$ cat config.mk
export PLATFORM = sky130hd
export DESIGN_NAME = i2c_master_bit_engine
export DESIGN_NICKNAME = d
export VERILOG_FILES = /design/src/hdl/i2cmb_pkg.sv /design/src/hdl/i2cmb_front.sv /design/src/hdl/i2cmb_queue.sv /design/src/hdl/i2cmb_engine.sv /design/src/hdl/i2c_master_bit_engine.sv
export SDC_FILE = /design/constraint.sdc
export NUM_CORES = 1
export LEC_CHECK = 0
export BUFFER_PORTS_ARGS = -buffer_cell sky130_fd_sc_hd__buf_2
export CORE_UTILIZATION = 50
export CTS_BUF_LIST = sky130_fd_sc_hd__clkbuf_16
export DETAILED_ROUTE_END_ITERATION = 16
export PLACE_DENSITY_LB_ADDON = 0.12
export SYNTH_ARGS = -nofsm -noshare
export SYNTH_HDL_FRONTEND = slang
export SYNTH_HIERARCHICAL = 1
export SYNTH_SLANG_ARGS = --single-unit
$ cat constraint.sdc
create_clock -name clk -period 12.1 [get_ports clk]
set_clock_uncertainty 0.05 [all_clocks]
set_input_delay 0.605 -clock clk [delete_from_list [all_inputs] [get_ports clk]]
set_output_delay 0.605 -clock clk [all_outputs]
set_load 0.005 [all_outputs]
$ cat src/hdl/i2cmb_pkg.sv
// Shared types, constants and sequence tables of the I2C master bit engine.
`timescale 1ns / 1ps

package i2cmb_pkg;

	// Queue between the front and the back part
	localparam int unsigned QDEPTH = 4;
	localparam int unsigned QPTR_W = $clog2(QDEPTH);
	localparam int unsigned QCNT_W = $clog2(QDEPTH + 1);

	// Field widths
	localparam int unsigned IDX_W   = 5;
	localparam int unsigned HOLD_W  = 16;
	localparam int unsigned BYTE_W  = 8;
	localparam int unsigned TDATA_W = 16;
	localparam int unsigned TUSER_W = 4;

	localparam logic [HOLD_W-1:0] STEP_RESET = 16'd10;

	// Bus commands
	typedef enum logic [2:0] {
		OP_START,
		OP_STOP,
		OP_WRITE,
		OP_READ,
		OP_SACK,
		OP_RACK
	} op_t;

	// Pin actions
	typedef enum logic [2:0] {
		ACT_SDA_LO,
		ACT_SDA_HI,
		ACT_SCL_LO,
		ACT_SCL_HI,
		ACT_SDA_DATA,
		ACT_SDA_ACK,
		ACT_RD_BIT,
		ACT_RD_ACK
	} act_t;

	// Classified input word as held in the queue
	typedef struct packed {
		logic              cmd_ok;
		op_t               op;
		logic [BYTE_W-1:0] tx_byte;
		logic              sda_in;
	} item_t;

	// Result word, scl in the lowest bit
	typedef struct packed {
		logic              rx_ack;
		logic [BYTE_W-1:0] rx_byte;
		logic              done;
		logic              busy;
		logic              sda;
		logic              scl;
	} result_t;

	// Queue status seen by the front part
	typedef struct packed {
		logic full;
		logic empty;
	} q_stat_t;

	// Number of pin actions in each command
	function automatic logic [IDX_W-1:0] seq_len(op_t op);
		logic [IDX_W-1:0] len;
		unique case (op)
			OP_START: len = 5'd4;
			OP_STOP:  len = 5'd3;
			OP_WRITE: len = 5'd24;
			OP_READ:  len = 5'd25;
			OP_SACK:  len = 5'd3;
			default:  len = 5'd4;
		endcase
		return len;
	endfunction

	// Pin action at a given place in a command; phase is the place within a bit slot
	function automatic act_t action_kind(op_t op, logic [IDX_W-1:0] idx, logic [1:0] phase);
		act_t act;
		unique case (op)
			OP_START: begin
				unique case (idx[1:0])
					2'd0:    act = ACT_SDA_HI;
					2'd1:    act = ACT_SCL_HI;
					2'd2:    act = ACT_SDA_LO;
					default: act = ACT_SCL_LO;
				endcase
			end
			OP_STOP: begin
				if (idx == '0)
					act = ACT_SDA_LO;
				else if (idx == 5'd1)
					act = ACT_SCL_HI;
				else
					act = ACT_SDA_HI;
			end
			OP_WRITE: begin
				if (phase == 2'd0)
					act = ACT_SDA_DATA;
				else if (phase == 2'd1)
					act = ACT_SCL_HI;
				else
					act = ACT_SCL_LO;
			end
			OP_READ: begin
				if (idx == '0)
					act = ACT_SDA_HI;
				else if (phase == 2'd0)
					act = ACT_SCL_HI;
				else if (phase == 2'd1)
					act = ACT_RD_BIT;
				else
					act = ACT_SCL_LO;
			end
			OP_SACK: begin
				if (idx == '0)
					act = ACT_SDA_ACK;
				else if (idx == 5'd1)
					act = ACT_SCL_HI;
				else
					act = ACT_SCL_LO;
			end
			default: begin
				unique case (idx[1:0])
					2'd0:    act = ACT_SDA_HI;
					2'd1:    act = ACT_SCL_HI;
					2'd2:    act = ACT_RD_ACK;
					default: act = ACT_SCL_LO;
				endcase
			end
		endcase
		return act;
	endfunction

endpackage

$ cat src/hdl/i2cmb_front.sv
// Input stage: takes stream words, classifies the command and feeds the queue.
`timescale 1ns / 1ps

module i2cmb_front (
	input  logic                              clk,
	input  logic                              arst_n,
	input  logic                              s_tvalid,
	output logic                              s_tready,
	input  logic [i2cmb_pkg::TDATA_W-1:0]     s_tdata,  // tx_byte[7:0], sda_in[8], zero pad
	input  logic [i2cmb_pkg::TUSER_W-1:0]     s_tuser,  // cmd_valid[0], opcode[3:1]
	input  i2cmb_pkg::q_stat_t                q_stat,
	output logic                              push,
	output i2cmb_pkg::item_t                  push_item
);

	logic             valid_s1;
	i2cmb_pkg::item_t item_s1;
	i2cmb_pkg::item_t item_in;

	// Classify: only known opcodes with cmd_valid count as commands
	always_comb begin
		item_in.cmd_ok  = s_tuser[0] & (s_tuser[3:1] <= i2cmb_pkg::OP_RACK);
		item_in.op      = i2cmb_pkg::op_t'(s_tuser[3:1]);
		item_in.tx_byte = s_tdata[7:0];
		item_in.sda_in  = s_tdata[8];
	end

	assign push      = valid_s1 & ~q_stat.full;
	assign s_tready  = ~valid_s1 | ~q_stat.full;
	assign push_item = item_s1;

	// Input register
	always_ff @(posedge clk or negedge arst_n) begin
		if (!arst_n) begin
			valid_s1 <= 1'b0;
		end else if (s_tready) begin
			valid_s1 <= s_tvalid;
		end
	end

	always_ff @(posedge clk) begin
		if (s_tready && s_tvalid) begin
			item_s1 <= item_in;
		end
	end

endmodule

$ cat src/hdl/i2cmb_queue.sv
// Short word queue between the front and the back part.
`timescale 1ns / 1ps

module i2cmb_queue (
	input  logic               clk,
	input  logic               arst_n,
	input  logic               push,
	input  i2cmb_pkg::item_t   push_item,
	input  logic               pop,
	output i2cmb_pkg::item_t   pop_item,
	output i2cmb_pkg::q_stat_t q_stat
);

	i2cmb_pkg::item_t                   mem_q [i2cmb_pkg::QDEPTH];
	logic [i2cmb_pkg::QPTR_W-1:0]       wr_ptr_q;
	logic [i2cmb_pkg::QPTR_W-1:0]       rd_ptr_q;
	logic [i2cmb_pkg::QCNT_W-1:0]       count_q;

	assign q_stat.full  = (count_q == i2cmb_pkg::QCNT_W'(i2cmb_pkg::QDEPTH));
	assign q_stat.empty = (count_q == '0);
	assign pop_item     = mem_q[rd_ptr_q];

	// Pointers and fill count
	always_ff @(posedge clk or negedge arst_n) begin
		if (!arst_n) begin
			wr_ptr_q <= '0;
			rd_ptr_q <= '0;
			count_q  <= '0;
		end else begin
			if (push)
				wr_ptr_q <= wr_ptr_q + 1'b1;
			if (pop)
				rd_ptr_q <= rd_ptr_q + 1'b1;
			if (push && !pop)
				count_q <= count_q + 1'b1;
			else if (pop && !push)
				count_q <= count_q - 1'b1;
		end
	end

	always_ff @(posedge clk) begin
		if (push) begin
			mem_q[wr_ptr_q] <= push_item;
		end
	end

endmodule

$ cat src/hdl/i2cmb_engine.sv
// Back part: steps the bit sequencer one tick per word and registers the result.
`timescale 1ns / 1ps

module i2cmb_engine (
	input  logic                               clk,
	input  logic                               arst_n,
	input  logic [i2cmb_pkg::HOLD_W-1:0]       step_ticks,
	input  logic                               q_empty,
	input  i2cmb_pkg::item_t                   item,
	output logic                               pop,
	output logic                               m_tvalid,
	input  logic                               m_tready,
	output logic [i2cmb_pkg::TDATA_W-1:0]      m_tdata  // scl[0], sda[1], busy[2], done[3],
	                                                    // rx_byte[11:4], rx_ack[12], zero pad
);

	// Sequencer state
	logic                              scl_q, sda_q, busy_q, ack_q;
	i2cmb_pkg::op_t                    op_q;
	logic [i2cmb_pkg::IDX_W-1:0]       idx_q;
	logic [1:0]                        phase_q;
	logic [i2cmb_pkg::HOLD_W-1:0]      hold_q;
	logic [i2cmb_pkg::BYTE_W-1:0]      tx_q, rx_q;

	logic                              scl_n, sda_n, busy_n, ack_n, done_n, do_act;
	i2cmb_pkg::op_t                    op_n;
	logic [i2cmb_pkg::IDX_W-1:0]       idx_n;
	logic [1:0]                        phase_n;
	logic [i2cmb_pkg::HOLD_W-1:0]      hold_n, step_eff;
	logic [i2cmb_pkg::BYTE_W-1:0]      tx_n, rx_n;

	logic                              m_tvalid_q;
	i2cmb_pkg::result_t                res_q, res_n;

	assign pop      = ~q_empty & (~m_tvalid_q | m_tready);
	assign m_tvalid = m_tvalid_q;
	assign m_tdata  = {{(i2cmb_pkg::TDATA_W - $bits(i2cmb_pkg::result_t)){1'b0}}, res_q};
	assign step_eff = (step_ticks == '0) ? i2cmb_pkg::HOLD_W'(1) : step_ticks;

	// One tick of the sequencer
	always_comb begin
		scl_n   = scl_q;
		sda_n   = sda_q;
		busy_n  = busy_q;
		ack_n   = ack_q;
		op_n    = op_q;
		idx_n   = idx_q;
		phase_n = phase_q;
		hold_n  = hold_q;
		tx_n    = tx_q;
		rx_n    = rx_q;
		done_n  = 1'b0;
		do_act  = 1'b0;

		if (busy_q) begin
			if (hold_q > i2cmb_pkg::HOLD_W'(1)) begin
				hold_n = hold_q - 1'b1;
			end else begin
				idx_n = idx_q + 1'b1;
				// read: slot phases count from the first SCL high
				if ((op_q == i2cmb_pkg::OP_READ && idx_q == '0) || phase_q == 2'd2)
					phase_n = 2'd0;
				else
					phase_n = phase_q + 2'd1;
				do_act = 1'b1;
			end
		end else if (item.cmd_ok) begin
			op_n    = item.op;
			idx_n   = '0;
			phase_n = 2'd0;
			tx_n    = item.tx_byte;
			if (item.op == i2cmb_pkg::OP_READ)
				rx_n = '0;
			busy_n  = 1'b1;
			do_act  = 1'b1;
		end

		// Pin action
		if (do_act) begin
			unique case (i2cmb_pkg::action_kind(op_n, idx_n, phase_n))
				i2cmb_pkg::ACT_SDA_LO: sda_n = 1'b0;
				i2cmb_pkg::ACT_SDA_HI: sda_n = 1'b1;
				i2cmb_pkg::ACT_SCL_LO: scl_n = 1'b0;
				i2cmb_pkg::ACT_SCL_HI: scl_n = 1'b1;
				i2cmb_pkg::ACT_SDA_DATA: begin
					sda_n = tx_n[i2cmb_pkg::BYTE_W-1];
					tx_n  = {tx_n[i2cmb_pkg::BYTE_W-2:0], 1'b0};
				end
				i2cmb_pkg::ACT_SDA_ACK: sda_n = (tx_n != '0);
				i2cmb_pkg::ACT_RD_BIT:  rx_n  = {rx_n[i2cmb_pkg::BYTE_W-2:0], item.sda_in};
				default:                ack_n = item.sda_in;
			endcase
			hold_n = step_eff;
		end

		// End of the last action
		if (busy_q && hold_n <= i2cmb_pkg::HOLD_W'(1) &&
		    ({1'b0, idx_n} + 6'd1) >= {1'b0, i2cmb_pkg::seq_len(op_q)}) begin
			busy_n = 1'b0;
			hold_n = '0;
			done_n = 1'b1;
		end

		res_n.scl     = scl_n;
		res_n.sda     = sda_n;
		res_n.busy    = busy_n;
		res_n.done    = done_n;
		res_n.rx_byte = rx_n;
		res_n.rx_ack  = ack_n;
	end

	// Sequencer registers
	always_ff @(posedge clk or negedge arst_n) begin
		if (!arst_n) begin
			scl_q   <= 1'b1;
			sda_q   <= 1'b1;
			busy_q  <= 1'b0;
			ack_q   <= 1'b1;
			op_q    <= i2cmb_pkg::OP_START;
			idx_q   <= '0;
			phase_q <= 2'd0;
			hold_q  <= '0;
			tx_q    <= '0;
			rx_q    <= '0;
		end else if (pop) begin
			scl_q   <= scl_n;
			sda_q   <= sda_n;
			busy_q  <= busy_n;
			ack_q   <= ack_n;
			op_q    <= op_n;
			idx_q   <= idx_n;
			phase_q <= phase_n;
			hold_q  <= hold_n;
			tx_q    <= tx_n;
			rx_q    <= rx_n;
		end
	end

	// Output register
	always_ff @(posedge clk or negedge arst_n) begin
		if (!arst_n) begin
			m_tvalid_q <= 1'b0;
		end else if (pop) begin
			m_tvalid_q <= 1'b1;
		end else if (m_tready) begin
			m_tvalid_q <= 1'b0;
		end
	end

	always_ff @(posedge clk) begin
		if (pop) begin
			res_q <= res_n;
		end
	end

	// A running command always holds its current action for at least one tick
	a_busy_hold: assert property (@(posedge clk) disable iff (!arst_n)
		busy_q |-> hold_q != '0)
		else $error("busy with zero hold count");

	a_idx_range: assert property (@(posedge clk) disable iff (!arst_n)
		busy_q |-> idx_q < i2cmb_pkg::seq_len(op_q))
		else $error("action index past end of sequence");

	a_phase_range: assert property (@(posedge clk) disable iff (!arst_n)
		busy_q |-> phase_q != 2'd3)
		else $error("bit slot phase out of range");

	// A waiting result word agrees with the sequencer state it was taken from
	a_res_state: assert property (@(posedge clk) disable iff (!arst_n)
		m_tvalid_q |-> (res_q.busy == busy_q && res_q.scl == scl_q && res_q.sda == sda_q))
		else $error("result word out of step with sequencer");

endmodule

$ cat src/hdl/i2c_master_bit_engine.sv
// A word accepted on s_* is registered in the front stage, written to the queue, then registered as a result on m_*.
// Throughput: one word per cycle while m_tready does not stall the output; the sequencer steps once per word.
// Each word gives exactly one result word; the four-entry queue absorbs output stalls.
// Reset (arst_n low, asynchronous): lines released, engine idle, queue empty, step_ticks 10.
// Top level of the I2C master bit engine: front stage, queue, sequencer and step register.
`timescale 1ns / 1ps

module i2c_master_bit_engine (
	input  logic                              clk,
	input  logic                              arst_n,
	input  logic                              s_tvalid,
	output logic                              s_tready,
	input  logic [i2cmb_pkg::TDATA_W-1:0]     s_tdata,  // tx_byte[7:0], sda_in[8], zero pad
	input  logic [i2cmb_pkg::TUSER_W-1:0]     s_tuser,  // cmd_valid[0], opcode[3:1]
	output logic                              m_tvalid,
	input  logic                              m_tready,
	output logic [i2cmb_pkg::TDATA_W-1:0]     m_tdata,  // scl[0], sda[1], busy[2], done[3],
	                                                    // rx_byte[11:4], rx_ack[12], zero pad
	input  logic                              cfg_valid,
	output logic                              cfg_ready,
	input  logic [i2cmb_pkg::HOLD_W-1:0]      cfg_data  // step_ticks
);

	logic                          push, pop;
	i2cmb_pkg::item_t              push_item, pop_item;
	i2cmb_pkg::q_stat_t            q_stat;
	logic [i2cmb_pkg::HOLD_W-1:0]  step_ticks_q;

	assign cfg_ready = 1'b1;

	// Step length register
	always_ff @(posedge clk or negedge arst_n) begin
		if (!arst_n) begin
			step_ticks_q <= i2cmb_pkg::STEP_RESET;
		end else if (cfg_valid) begin
			step_ticks_q <= cfg_data;
		end
	end

	i2cmb_front u_front (
		.clk       (clk),
		.arst_n    (arst_n),
		.s_tvalid  (s_tvalid),
		.s_tready  (s_tready),
		.s_tdata   (s_tdata),
		.s_tuser   (s_tuser),
		.q_stat    (q_stat),
		.push      (push),
		.push_item (push_item)
	);

	i2cmb_queue u_queue (
		.clk       (clk),
		.arst_n    (arst_n),
		.push      (push),
		.push_item (push_item),
		.pop       (pop),
		.pop_item  (pop_item),
		.q_stat    (q_stat)
	);

	i2cmb_engine u_engine (
		.clk        (clk),
		.arst_n     (arst_n),
		.step_ticks (step_ticks_q),
		.q_empty    (q_stat.empty),
		.item       (pop_item),
		.pop        (pop),
		.m_tvalid   (m_tvalid),
		.m_tready   (m_tready),
		.m_tdata    (m_tdata)
	);

endmodule

==> results.py <==
metrics = {
    "run_status": {
        "run_status": "complete, but fails checks",
        "violations": "DRC",
    },
    "clock_network": {
        "cts_buffer_depth": 2,
        "clock_tree_root_buffer_cell": "sky130_fd_sc_hd__clkbuf_16",
        "path_clk_slew_ns": 0.07,
        "holdBufCountCts": 0,
        "post_cts.resized_instances": 0,
        "cts_made_buffers": 17,
        "ctsHtreeMaxLevel": 4,
        "clock_insertion_delay_worst_skew_ns": 0.42,
        "tritoncts_num_sinks": 149,
        "postCtsSetupRepairBufs": 0,
        "cts_tree": "yes",
    },
    "cells_and_area": {
        "num-fill-cells": 1257,
        "growth_of_design_area_from_synthesis_to_finish_pct": 11.84,
        "drive_gt1_frac": 0.2089,
        "antenna_cells": 0,
        "design.final.nets": 747,
    },
    "power": {
        "total_power_mw": 1.952,
        "power.static_leakage_nw": 3.324,
        "vdd.ir_drop.worst_mv": 0.1396,
        "power_per_cell_area_mw_per_mm2": 229.7,
    },
    "floorplan": {
        "initial_utilization": 0.5170,
        "chipWidth_um": 125.3,
        "fp.coreArea_mm2": 0.01470,
        "floorplan.die.height_um": 125.3,
        "floorplan.die_area_mm2": 0.01570,
        "pin_count": 60,
        "row_count": 44,
    },
    "drt": {
        "detail_route.vias_per_cell": 5.861,
        "antenna_violating_nets_post_route": 0,
        "drc_viols": 3,
        "initialDrtViolationCount": 431,
        "avgRoutedWirePerCell_um": 17.18,
        "detail_route.wirelength_mm": 15.17,
        "dr.pass1.iters": 13,
        "dr_total_vias": 5175,
    },
    "grt": {
        "grt_first_pass_wirelength_mm": 25.41,
        "grt_overflow_total": 0,
        "first_global_vias": 5055,
        "initial_antenna_violation_count": 0,
        "track_usage": 0.2080,
        "grt_start_max_net_pins": 72,
    },
    "sta": {
        "max-slew-margin-rel": 0.3228,
        "final_min_period_over_clock_period": 0.4344,
        "maxClockFrequency_mhz": 190.2,
        "finalMaxSlewViolations": 0,
        "setup_viol_count_final": 0,
        "timing.setup.tns_ns": 0,
        "rsz0062_at_grt": "false",
        "hold_slack_ns": 0.3014,
        "hold_violations": 0,
        "finalWorstSetupSlack_ns": 6.843,
        "finalCriticalPeriod_ns": 5.257,
        "timing_worst_slew_pin_value_ns": 1.007,
    },
    "synth": {
        "synth_area_leaders": "sky130_fd_sc_hd__edfxtp_1, sky130_fd_sc_hd__dfrtp_1, sky130_fd_sc_hd__nand2_1",
        "ys.warnings.count": 6,
        "synth_cells": 643,
        "synth.distinct_cells": 77,
        "synth_enable_flop_cells": 78,
        "ys_dominant_reg_cell": "sky130_fd_sc_hd__edfxtp_1",
        "synth.largest_area_cell": "sky130_fd_sc_hd__edfxtp_1",
        "synth_top_area_frac": 0.3082,
        "synthArstFlopShare": 0.4765,
        "synthesis.area_per_instance_um2": 11.82,
        "syn-cell-area_mm2": 0.007600,
        "synth-seq-cells": 149,
        "synth_sequential_area_ratio": 0.5428,
    },
    "job": {
        "cap_violations": 0,
    },
    "critical_path": {
        "path_class": "reg -> reg",
        "crit_path_end_kind": "flop",
        "cp.arrival_ns": 5.54,
        "start_kind": "flop",
        "worstPathMaxFanout": 26,
        "cp_data_required_time_ns": 12.38,
    },
    "worst_hold_path": {
        "min-delay-path-class": "in -> reg",
    },
    "place": {
        "dpl_worst_slack_ns": 6.891,
        "io_buffer_count": 48,
        "routabilityCongestion": 0.8312,
        "detailedPlacementHpwl_mm": 10.35,
    },
}
[metrics by stage]
step | instances | cell area, µm² | util
after floorplan | 645 | 7607 | -
after global placement | 851 | 7881 | 0.5362
after detailed placement | 851 | 7881 | 0.5362
after CTS | 883 | 8499 | 0.5782
after global routing | 883 | 8499 | 0.5782
final | 883 | 8499 | 0.5782
[cells in the final DEF, fill, tap and decap left out, types with 6 or more instances in the layout]
| cell type | count |
|---|---|
| sky130_fd_sc_hd__edfxtp_1 | 78 |
| sky130_fd_sc_hd__nor2b_1 | 6 |
| sky130_fd_sc_hd__o31ai_1 | 6 |
| sky130_fd_sc_hd__mux2_4 | 10 |
| sky130_fd_sc_hd__mux4_2 | 8 |
| sky130_fd_sc_hd__mux2_2 | 15 |
| sky130_fd_sc_hd__a21oi_1 | 30 |
| sky130_fd_sc_hd__nand3_1 | 9 |
| sky130_fd_sc_hd__clkbuf_16 | 17 |
| sky130_fd_sc_hd__ha_1 | 19 |
| sky130_fd_sc_hd__buf_4 | 6 |
| sky130_fd_sc_hd__xnor2_1 | 13 |
| sky130_fd_sc_hd__o21ai_0 | 49 |
| sky130_fd_sc_hd__o22ai_1 | 9 |
| sky130_fd_sc_hd__buf_2 | 48 |
| sky130_fd_sc_hd__nor3_1 | 16 |
| sky130_fd_sc_hd__nand2_1 | 67 |
| sky130_fd_sc_hd__nor4_1 | 9 |
| sky130_fd_sc_hd__xor2_1 | 7 |
| sky130_fd_sc_hd__nor2_1 | 53 |
| sky130_fd_sc_hd__inv_1 | 20 |
| sky130_fd_sc_hd__dfrtp_1 | 66 |
| sky130_fd_sc_hd__a2bb2oi_1 | 7 |
| sky130_fd_sc_hd__a22o_1 | 10 |
| sky130_fd_sc_hd__nand2b_1 | 9 |
[critical path, cell delays in order (launching register included)]
cell                        delay (ns)
sky130_fd_sc_hd__dfrtp_1          0.90
sky130_fd_sc_hd__mux4_1           0.53
sky130_fd_sc_hd__nor2b_2          0.23
sky130_fd_sc_hd__buf_4            0.31
sky130_fd_sc_hd__a211oi_1         0.10
sky130_fd_sc_hd__a21oi_1          0.43
sky130_fd_sc_hd__inv_1            0.14
sky130_fd_sc_hd__ha_1             0.31
sky130_fd_sc_hd__o311ai_0         0.37
sky130_fd_sc_hd__o221ai_1         0.16
sky130_fd_sc_hd__a21oi_1          0.28
sky130_fd_sc_hd__nand2_1          0.17
sky130_fd_sc_hd__o31ai_1          0.79
sky130_fd_sc_hd__o22ai_1          0.20
sky130_fd_sc_hd__a2bb2oi_1        0.19
[final timing paths]
check | startpoint | to | slack, ns | cells after the start
worst min register to register | u_queue/count_q[2]$_DFFE_PN0P_ | u_queue/count_q[2]$_DFFE_PN0P_ | 0.44 | 1
max in group asynchronous | arst_n | u_engine/rx_q[6]$_DFFE_PN0P_ | 11.00 | 2
worst max register to register | u_queue/rd_ptr_q[0]$_DFFE_PN0P_ | u_engine/tx_q[1]$_DFFE_PN0P_ | 6.84 | 14
min in group asynchronous | arst_n | u_engine/idx_q[3]$_DFFE_PN0P_ | 0.32 | 2
worst min-delay path | s_tdata[8] | u_front/push_item[0]$_DFFE_PP_ | 0.30 | 1
worst max-delay path | u_queue/rd_ptr_q[0]$_DFFE_PN0P_ | u_engine/tx_q[1]$_DFFE_PN0P_ | 6.84 | 14
[cell families (layout without fill, tap and decap cells)]
logic type / after synthesis / in the layout / synth area share
simple gates: 215 / 215 / 0.1487
flops: 149 / 149 / 0.5428
compound gates: 142 / 142 / 0.1190
buf+inv: 52 / 106 / 0.04198
mux: 43 / 43 / 0.08956
fa+ha+maj: 20 / 20 / 0.03392
xor+xnor: 20 / 20 / 0.02305
other cells: 2 / 4 / 0.0009882
[area by class of cell]
class	instances	area, µm²	area share
clock buffer	17	425.4	0.05005
clock inverter	15	192.7	0.02267
multi-input combinational	444	3166	0.3724
timing repair buffer	54	285.3	0.03356
tap	184	230.2	0.02709
inverter	20	75.07	0.008833
sequential	149	4125	0.4854
[cell usage after synthesis (all sizes together) (3+ instances only)]
cell,count
edfxtp,78
nand2,67
dfrtp,66
nor2,53
o21ai,50
a21oi,31
mux2,25
ha,19
inv,19
buf,18
nor3,16
clkbuf,13
mux4,13
xnor2,13
nor4,12
a22o,10
nand2b,9
nand3,9
o22ai,9
a2bb2oi,7
nor2b,7
xor2,7
a31oi,6
and2,6
o31ai,6
and3,5
dfstp,5
mux2i,5
a211oi,4
nand4,4
nand4b,4
or3,4
or4,4
a21boi,3
a32oi,3
and4,3
nor4b,3
or2,3
[where the power goes]
| part | switching, mW | internal (mW) |
|---|---|---|
| registers | 0.126 | 0.681 |
| logic | 0.335 | 0.268 |
| clock network | 0.228 | 0.314 |
| total | 0.689 | 1.26 |
[state kept, by name, indices dropped and copies added, names as in the netlist, 2 cells and up]
register           flops
u_engine/idx_q         5
u_engine/op_q          3
u_engine/m_tdata      13
u_queue/rd_ptr_q       2
u_queue/wr_ptr_q       2
u_front/push_item     13
u_queue/count_q        3
u_engine/hold_q       16
u_engine/rx_q          8
u_engine/tx_q          8
u_engine/phase_q       2
u_queue/mem_q         52
step_ticks_q          16
[layer usage]
layer  share of wire  global-route usage  vias up
met1            0.48              0.2896     2545
li1                -                   -     2468
met5               0                   0        -
met4           0.010             0.07676        0
met3           0.042             0.04151       18
met2            0.47              0.3247      144
(Power assumes the default switching activity.)
